==> src/rtl/core/sha1c_pkg.sv <==
// SHA-1 compression package: widths, round constants, initial chaining value,
// rotate helpers and the control structs shared by the core modules.
// No dependencies.
package sha1c_pkg;

  localparam int WORD_W      = 32;
  localparam int BLOCK_WORDS = 16;
  localparam int ROUNDS      = 80;
  localparam int CHAIN_WORDS = 5;
  localparam int ROUND_W     = 7;
  localparam int COUNT_W     = 4;
  localparam int INDEX_W     = 3;

  typedef logic [WORD_W-1:0]                     word_t;
  typedef logic [ROUND_W-1:0]                    round_t;
  typedef logic [INDEX_W-1:0]                    index_t;
  typedef logic [CHAIN_WORDS-1:0][WORD_W-1:0]    chain_t;
  typedef logic [BLOCK_WORDS-1:0][WORD_W-1:0]    block_t;

  // Index 0 sits in the low slot
  localparam chain_t INIT_CHAIN = {
    32'hc3d2e1f0, 32'h10325476, 32'h98badcfe, 32'hefcdab89, 32'h67452301
  };

  localparam word_t K0 = 32'h5a827999;
  localparam word_t K1 = 32'h6ed9eba1;
  localparam word_t K2 = 32'h8f1bbcdc;
  localparam word_t K3 = 32'hca62c1d6;

  localparam round_t ROUND_P1   = 7'd20;
  localparam round_t ROUND_P2   = 7'd40;
  localparam round_t ROUND_P3   = 7'd60;
  localparam round_t ROUND_LAST = 7'(ROUNDS - 1);
  localparam index_t INDEX_LAST = 3'(CHAIN_WORDS - 1);

  // Schedule control: load shifts a message word in, step shifts an expanded word in
  typedef struct packed {
    logic load;
    logic step;
  } sched_ctrl_t;

  // Round unit control
  typedef struct packed {
    logic   load;
    logic   step;
    round_t round;
  } round_ctrl_t;

  function automatic word_t rotl1(input word_t v);
    return {v[WORD_W-2:0], v[WORD_W-1]};
  endfunction

  function automatic word_t rotl5(input word_t v);
    return {v[WORD_W-6:0], v[WORD_W-1:WORD_W-5]};
  endfunction

  function automatic word_t rotl30(input word_t v);
    return {v[1:0], v[WORD_W-1:2]};
  endfunction

  // Additive constant for the round phase
  function automatic word_t round_k(input round_t r);
    word_t k;
    priority if (r < ROUND_P1) k = K0;
    else if (r < ROUND_P2)     k = K1;
    else if (r < ROUND_P3)     k = K2;
    else                       k = K3;
    return k;
  endfunction

endpackage

==> src/rtl/core/sha1c_if.sv <==
// Valid/ready channel interfaces for the SHA-1 compression core:
// message word input and digest word output. Depends on nothing.
interface sha1c_msg_if;
  logic        valid;
  logic        ready;
  logic [31:0] message_word;
  logic        new_message;

  modport source(output valid, output message_word, output new_message, input ready);
  modport sink(input valid, input message_word, input new_message, output ready);
endinterface

interface sha1c_dig_if;
  logic        valid;
  logic        ready;
  logic [31:0] digest_word;
  logic [2:0]  digest_index;
  logic        last_word;

  modport source(output valid, output digest_word, output digest_index, output last_word,
                 input ready);
  modport sink(input valid, input digest_word, input digest_index, input last_word,
               output ready);
endinterface

==> src/rtl/core/sha1c_sched.sv <==
// Message schedule: 16-word shift line that gathers the block, then expands
// one schedule word per round. Depends on sha1c_pkg.
module sha1c_sched
  import sha1c_pkg::*;
(
  input  logic        clk,
  input  sched_ctrl_t ctrl,
  input  word_t       word,
  output word_t       w_t
);

  // Slot 0 holds the oldest word, i.e. the schedule word of the current round
  block_t w;
  word_t  w_new;

  // Expand the next word from fixed taps
  assign w_new = rotl1(w[13] ^ w[8] ^ w[2] ^ w[0]);
  assign w_t   = w[0];

  // Shift in message words, then expanded words
  always_ff @(posedge clk) begin
    if (ctrl.load) begin
      w <= {word, w[BLOCK_WORDS-1:1]};
    end else if (ctrl.step) begin
      w <= {w_new, w[BLOCK_WORDS-1:1]};
    end
  end

endmodule

==> src/rtl/core/sha1c_round.sv <==
// SHA-1 round unit: working registers a..e and one round datapath reused
// for all 80 rounds. Depends on sha1c_pkg.
module sha1c_round
  import sha1c_pkg::*;
(
  input  logic        clk,
  input  round_ctrl_t ctrl,
  input  chain_t      base,
  input  word_t       w_t,
  output chain_t      st
);

  word_t f;
  word_t tmp;

  // Select the round function by phase
  always_comb begin
    priority if (ctrl.round < ROUND_P1) f = (st[1] & st[2]) ^ (~st[1] & st[3]);
    else if (ctrl.round < ROUND_P2)     f = st[1] ^ st[2] ^ st[3];
    else if (ctrl.round < ROUND_P3)     f = (st[1] & st[2]) ^ (st[1] & st[3]) ^ (st[2] & st[3]);
    else                                f = st[1] ^ st[2] ^ st[3];
  end

  assign tmp = rotl5(st[0]) + f + st[4] + round_k(ctrl.round) + w_t;

  // Load the chaining value, then advance one round per step
  always_ff @(posedge clk) begin
    if (ctrl.load) begin
      st <= base;
    end else if (ctrl.step) begin
      st[4] <= st[3];
      st[3] <= st[2];
      st[2] <= rotl30(st[1]);
      st[1] <= st[0];
      st[0] <= tmp;
    end
  end

endmodule

==> src/rtl/core/sha1_block_compression_top.sv <==
// SHA-1 block compression top: word collection, round sequencer, chaining value, digest output.
// Sequence: after a block's 16th word, S_HOLD waits until any pending digest is taken and loads a..e;
// S_ROUND runs the 80 rounds on the shared round unit and S_ADD adds into the chaining value.
// Words are taken at one per cycle only in S_COLLECT, not while a block compresses; five digest beats follow.
// Reset: synchronous rst loads the initial chaining value and clears the word count.
// Depends on sha1c_pkg, sha1c_if, sha1c_sched and sha1c_round.
module sha1_block_compression_top
  import sha1c_pkg::*;
(
  input  logic               clk,
  input  logic               rst,
  sha1c_msg_if.sink          msg,
  sha1c_dig_if.source        dig
);

  typedef enum logic [1:0] {
    S_COLLECT,
    S_HOLD,
    S_ROUND,
    S_ADD
  } state_t;

  state_t                state;
  logic [COUNT_W-1:0]    word_count;
  logic [COUNT_W-1:0]    count_eff;
  logic                  restart;
  round_t                round;
  chain_t                cv;
  chain_t                base;
  chain_t                st;
  index_t                idx;
  logic                  out_valid;
  logic                  msg_fire;
  logic                  dig_fire;
  sched_ctrl_t           sched_ctrl;
  round_ctrl_t           round_ctrl;
  word_t                 w_t;
  word_t                 dig_word;

  assign msg.ready = (state == S_COLLECT);
  assign msg_fire  = msg.valid && msg.ready;
  assign dig_fire  = out_valid && dig.ready;

  // A flagged word starts a fresh block at position zero
  assign count_eff = msg.new_message ? '0 : word_count;
  assign base      = restart ? INIT_CHAIN : cv;

  assign sched_ctrl.load = msg_fire;
  assign sched_ctrl.step = (state == S_ROUND);

  assign round_ctrl.load  = (state == S_HOLD) && !out_valid;
  assign round_ctrl.step  = (state == S_ROUND);
  assign round_ctrl.round = round;

  sha1c_sched u_sched (
    .clk  (clk),
    .ctrl (sched_ctrl),
    .word (msg.message_word),
    .w_t  (w_t)
  );

  sha1c_round u_round (
    .clk  (clk),
    .ctrl (round_ctrl),
    .base (base),
    .w_t  (w_t),
    .st   (st)
  );

  // Select the chaining word for the current digest beat
  always_comb begin
    unique case (idx)
      3'd0:    dig_word = cv[0];
      3'd1:    dig_word = cv[1];
      3'd2:    dig_word = cv[2];
      3'd3:    dig_word = cv[3];
      3'd4:    dig_word = cv[4];
      default: dig_word = cv[0];
    endcase
  end

  assign dig.valid        = out_valid;
  assign dig.digest_word  = dig_word;
  assign dig.digest_index = idx;
  assign dig.last_word    = (idx == INDEX_LAST);

  // Sequencer, chaining value and digest beat counter
  always_ff @(posedge clk) begin
    if (rst) begin
      state      <= S_COLLECT;
      word_count <= '0;
      restart    <= 1'b0;
      round      <= '0;
      cv         <= INIT_CHAIN;
      idx        <= '0;
      out_valid  <= 1'b0;
    end else begin
      // Drain digest beats
      if (dig_fire) begin
        if (idx == INDEX_LAST) begin
          out_valid <= 1'b0;
          idx       <= '0;
        end else begin
          idx <= idx + 3'd1;
        end
      end

      unique case (state)
        S_COLLECT: begin
          if (msg_fire) begin
            word_count <= count_eff + 4'd1;
            if (msg.new_message) begin
              restart <= 1'b1;
            end
            if (count_eff == 4'(BLOCK_WORDS - 1)) begin
              state <= S_HOLD;
            end
          end
        end
        // Wait until the previous digest is fully taken, then load a..e
        S_HOLD: begin
          if (!out_valid) begin
            if (restart) begin
              cv <= INIT_CHAIN;
            end
            restart <= 1'b0;
            round   <= '0;
            state   <= S_ROUND;
          end
        end
        S_ROUND: begin
          round <= round + 7'd1;
          if (round == ROUND_LAST) begin
            state <= S_ADD;
          end
        end
        S_ADD: begin
          for (int i = 0; i < CHAIN_WORDS; i++) begin
            cv[i] <= cv[i] + st[i];
          end
          out_valid <= 1'b1;
          idx       <= '0;
          state     <= S_COLLECT;
        end
        default: state <= S_COLLECT;
      endcase
    end
  end

  // Digest beats never overlap the chaining value update
  a_no_add_while_out: assert property (@(posedge clk) disable iff (rst)
    out_valid |-> (state != S_ADD))
    else $error("chaining value updated while digest beats pending");

  // Digest beats start only right after the final add
  a_out_after_add: assert property (@(posedge clk) disable iff (rst)
    $rose(out_valid) |-> ($past(state) == S_ADD))
    else $error("digest valid rose without a finished compression");

  // Round counter stays in range while rounds run
  a_round_range: assert property (@(posedge clk) disable iff (rst)
    (state == S_ROUND) |-> (round <= ROUND_LAST))
    else $error("round counter out of range");

  // A full block leaves the word count at zero
  a_count_wrap: assert property (@(posedge clk) disable iff (rst)
    (state == S_HOLD) |-> (word_count == '0))
    else $error("word count not wrapped after a full block");

endmodule
==> src/flat_wrapper.sv <==
// flat-port wrapper written by rule: the top's interface ports become plain ports
module sha1_block_compression_top_flat import sha1c_pkg::*;
  (clk, rst, msg_valid, msg_message_word, msg_new_message, msg_ready, dig_valid, dig_digest_word, dig_digest_index, dig_last_word, dig_ready);
  sha1c_msg_if msg_i ();
  sha1c_dig_if dig_i ();
  input  logic clk;
  input  logic rst;
  input wire logic [$bits(msg_i.valid)-1:0] msg_valid;
  input wire logic [$bits(msg_i.message_word)-1:0] msg_message_word;
  input wire logic [$bits(msg_i.new_message)-1:0] msg_new_message;
  output wire logic [$bits(msg_i.ready)-1:0] msg_ready;
  output wire logic [$bits(dig_i.valid)-1:0] dig_valid;
  output wire logic [$bits(dig_i.digest_word)-1:0] dig_digest_word;
  output wire logic [$bits(dig_i.digest_index)-1:0] dig_digest_index;
  output wire logic [$bits(dig_i.last_word)-1:0] dig_last_word;
  input wire logic [$bits(dig_i.ready)-1:0] dig_ready;
  assign msg_i.valid = msg_valid;
  assign msg_i.message_word = msg_message_word;
  assign msg_i.new_message = msg_new_message;
  assign msg_ready = msg_i.ready;
  assign dig_valid = dig_i.valid;
  assign dig_digest_word = dig_i.digest_word;
  assign dig_digest_index = dig_i.digest_index;
  assign dig_last_word = dig_i.last_word;
  assign dig_i.ready = dig_ready;
  sha1_block_compression_top u_core (.clk(clk), .rst(rst), .msg(msg_i), .dig(dig_i));
endmodule
==> config.mk <==
export PLATFORM = sky130hd
export DESIGN_NAME = sha1_block_compression_top_flat
export DESIGN_NICKNAME = d
export VERILOG_FILES = /design/src/rtl/core/sha1c_pkg.sv /design/src/rtl/core/sha1c_if.sv /design/src/rtl/core/sha1c_sched.sv /design/src/rtl/core/sha1c_round.sv /design/src/rtl/core/sha1_block_compression_top.sv /design/src/flat_wrapper.sv
export SDC_FILE = /design/constraint.sdc
export NUM_CORES = 2
export LEC_CHECK = 0
export ABC_CLOCK_PERIOD_IN_PS = 15300
export BUFFER_PORTS_ARGS = -buffer_cell sky130_fd_sc_hd__buf_2
export CAP_MARGIN = 20
export CORE_MARGIN = 2
export CORE_UTILIZATION = 57
export CTS_BUF_LIST = sky130_fd_sc_hd__clkbuf_16
export DETAILED_ROUTE_END_ITERATION = 16
export PLACE_DENSITY = 0.76
export SYNTH_ARGS = -nofsm -noshare
export SYNTH_HDL_FRONTEND = slang
export SYNTH_SLANG_ARGS = --single-unit
==> constraint.sdc <==
create_clock -name clk -period 15.3 [get_ports clk]
set_clock_uncertainty 0.05 [all_clocks]
set_input_delay 2.295 -clock clk [delete_from_list [all_inputs] [get_ports clk]]
set_output_delay 2.295 -clock clk [all_outputs]
set_load 0.02 [all_outputs]
==> impl_metrics.csv <==
group,metric,value,unit
sta,tns,0,ns
global_routing,antenna_found_initial,2,
global_routing,grt_max_degree,95,
clocking,cts_resized,0,
clocking,htree_levels,3,
sta,setup_viol,0,
placed_design,routabilityCongestion,0.959,
route,drc,0,
route,wl_per_cell,22.3,um
logic_synthesis,yosysTopAreaCell,"edfxtp_1",
logic_synthesis,syn_area,43700,um^2
final_layout,nets,4227,
route,vias,30100,
critical_path,path_class,"reg2reg",
global_routing,grt_pass1_vias,28700,
critical_path,path_cells,"o21ai_0, a221oi_2, buf_4, clkinv_1, a222oi_1, fa_1, fa_1, fa_1, inv_1, ha_1, inv_1, fa_1, nor2b_1, o21a_1, o21ai_2, a21oi_1, o41a_1, nor2_1, o21ba_2, o21ai_0, nand2b_1, mux2i_1, o311ai_0",
logic_synthesis,synth_cell_types,87,
critical_path,crit_path_start_kind,"flip-flop",
floorplanning,num_io_pins,75,
pwr,peakVddDrop,119,uV
critical_path,cp_slowest_cell,"clkinv_1",
logic_synthesis,ys_top_cells_by_area,"edfxtp_1, dfxtp_1, ha_1",
logic_synthesis,syn_nets,4183,
global_routing,grt-ovfl-total,0,
logic_synthesis,synth.top_cell.area_share,46.1,%
logic_synthesis,synth_cells,3819,
floorplanning,die_w,281,um
run_status,outcome,"completed",
clocking,clk_pin_slew,0.06,ns
critical_path,crit_path_max_incr_delay,0.66,ns
floorplanning,core_area,75900,um^2
clocking,cts_tree,"done",
sta,clock.fmax,0.139,GHz
placed_design,hpwl,75.6,mm
clocking,ctsHoldBuffers,0,
pwr,leakage,18.4,nW
floorplanning,die-area,79000,um^2
global_routing,grt_pass1_wl,168,mm
critical_path,cp_max_fo,18,
final_layout,final_core_util,63.3,%
clocking,cts_setup_buffers,0,
route,viasPerCell,6.08,
final_layout,drive_gt1_share,7.87,%
sta,period_minus_slack,7.18,ns
critical_path,crit_arrival,7.47,ns
sta,period_share,46.9,%
clocking,cts-root-buf,"clkbuf_16",
sta,final_hold_viol_count,0,
logic_synthesis,ys_seq_elements,850,
clocking,clkLatencyLatePin,0.67,ns
sta,worst_pin_slew,1.14,ns
clocking,cts_buffers,87,
pwr,power.total,9.74,mW
final_layout,areaGrowthSynthToFinish,9.95,%
route,wl,111,mm
final_layout,n_antenna_cell,0,
final_layout,final_cells,4958,
logic_synthesis,async_flop_share,0,%
floorplanning,die_y,281,um
route,route.antenna.remaining_nets,0,
clocking,clock_sink_count,850,
pwr,p_per_area,203,nW/um^2
logic_synthesis,syn_avg_cell_area,11.5,um^2
critical_path,setup.worst_path.end_class,"flip-flop",
route,drtIter0Drc,3436,
sta,slew_headroom,24.0,%
critical_path,critPathRequiredTime,15.60,ns
hold_path,worstHoldPathType,"reg2reg",
run,cap_violations,0,
placed_design,dp_cells,4799,
final_layout,most-common-layout-cells,"edfxtp_1, nand2_1, inv_1, o21ai_0, nor2_1",
clocking,clockBufferDepth,3,
critical_path,crit_top_cell,"fa_1",
route,first_pass_iters,8,
floorplanning,initial_core_util,57.6,%
logic_synthesis,ys_seq_area_share,54.3,%
sta,rsz0062_at_grt,"no",
global_routing,grt_util_all_layers,27.9,%
placed_design,io_buffers,74,
logic_synthesis,synth_enable_flop_cells,672,
logic_synthesis,yosysWarnings,0,
logic_synthesis,synthFlopType,"edfxtp_1",
floorplanning,num_rows,101,
sta,report.final.slew_viol_count,0,
final_layout,final_common_cell,"edfxtp_1",
path summary, 6_finish.rpt:
path | startpoint | endpoint | slack, ns | cells past startpoint
worst max-delay path | u_core.round[5]$_SDFFE_PP0P_ | u_core.u_round.st[31]$_DFFE_PP_ | 8.12 | 23
worst min-delay path | u_core.u_sched.w[233]$_DFFE_PP_ | u_core.u_sched.w[201]$_DFFE_PP_ | 0.36 | 0
worst min register to register | u_core.u_sched.w[233]$_DFFE_PP_ | u_core.u_sched.w[201]$_DFFE_PP_ | 0.36 | 0
worst max register to register | u_core.round[5]$_SDFFE_PP0P_ | u_core.u_round.st[31]$_DFFE_PP_ | 8.12 | 23
worst max-delay path: cells and delay by family, from the launching register on:
kind            cells  cell delay [ns]
compound gates     10             2.46
fa+ha+maj           5             2.09
buf+inv             4             1.16
flops               1             0.55
simple gates        3             0.36
mux                 1             0.16
registers in the layout, indices dropped and copies added (netlist names):
signal / flops
u_core.u_sched.w: 480
u_core.cv: 160
u_core.u_round.st: 160
u_core.u_sched.w_t: 32
u_core.round: 7
u_core.word_count: 4
u_core.dig.digest_index: 3
u_core.state: 2
u_core.dig.valid: 1
u_core.restart: 1
stage by stage:
stage / instance area (um^2) / hold WS (ns) / setup slack (ns)
6_report: 48100 / 0.355 / 8.12
2_1_floorplan: 43700 / 0.350 / 0.294
3_3_place_gp: 45100 / 0.350 / 8.44
3_5_place_dp: 45100 / 0.355 / 8.23
4_1_cts: 48000 / 0.352 / 8.20
5_1_grt: 48100 / 0.363 / 7.71
cells in the mapped netlist, drive strengths merged, types with 16 or more instances:
library cell  instances
dfxtp               178
nor2                277
xnor2               201
nand4                16
a21oi               211
edfxtp              672
nand2               300
xor2                 61
o31ai                20
a21o                 82
ha                  202
inv                 263
nand3                33
fa                  125
nand2b              128
o22ai                51
a22oi               113
clkbuf              145
nor2b                28
nand3b               29
a31oi                57
mux2i                20
o21bai               22
a222oi               18
o21a                 21
o21ai               292
nor3                 58
cell families (layout without fill, tap and decap cells):
| kind of cell | after synthesis | after routing | synth area share, % |
|---|---|---|---|
| buffers and inverters | 418 | 527 | 3.59 |
| and+or+nand+nor | 931 | 931 | 9.95 |
| DFF | 850 | 850 | 54.3 |
| adders and majority gates | 327 | 327 | 11.5 |
| xor gates and xnor gates | 262 | 262 | 5.25 |
| AOI/OAI and AO/OA | 998 | 998 | 14.6 |
| muxes | 33 | 33 | 0.792 |
routing by layer:
layer | part of all wire [%] | vias to the layer above | track usage, %
met5 | 0.023 | - | 0
met4 | 3.6 | 4 | 11.0
met3 | 10 | 178 | 6.05
met2 | 43 | 1435 | 40.7
met1 | 43 | 14600 | 40.9
li1 | - | 13900 | -
final cells by class:
| type | instances | area, um^2 |
|---|---|---|
| fill | 5796 | 27900 |
| clock buffer | 89 | 2230 |
| multi-input combinational | 2551 | 18500 |
| timing repair buffer | 109 | 716 |
| clock inverter | 65 | 612 |
| sequential | 850 | 23700 |
| tap | 1030 | 1290 |
| inverter | 264 | 991 |
report_power, final:
| part | total [mW] | switching, mW | internal (mW) |
|---|---|---|---|
| sequential | 3.59 | 0.308 | 3.28 |
| combinational | 4.05 | 2.38 | 1.67 |
| clock | 2.10 | 0.916 | 1.19 |
No activity file was read; power rests on OpenSTA's default activity.
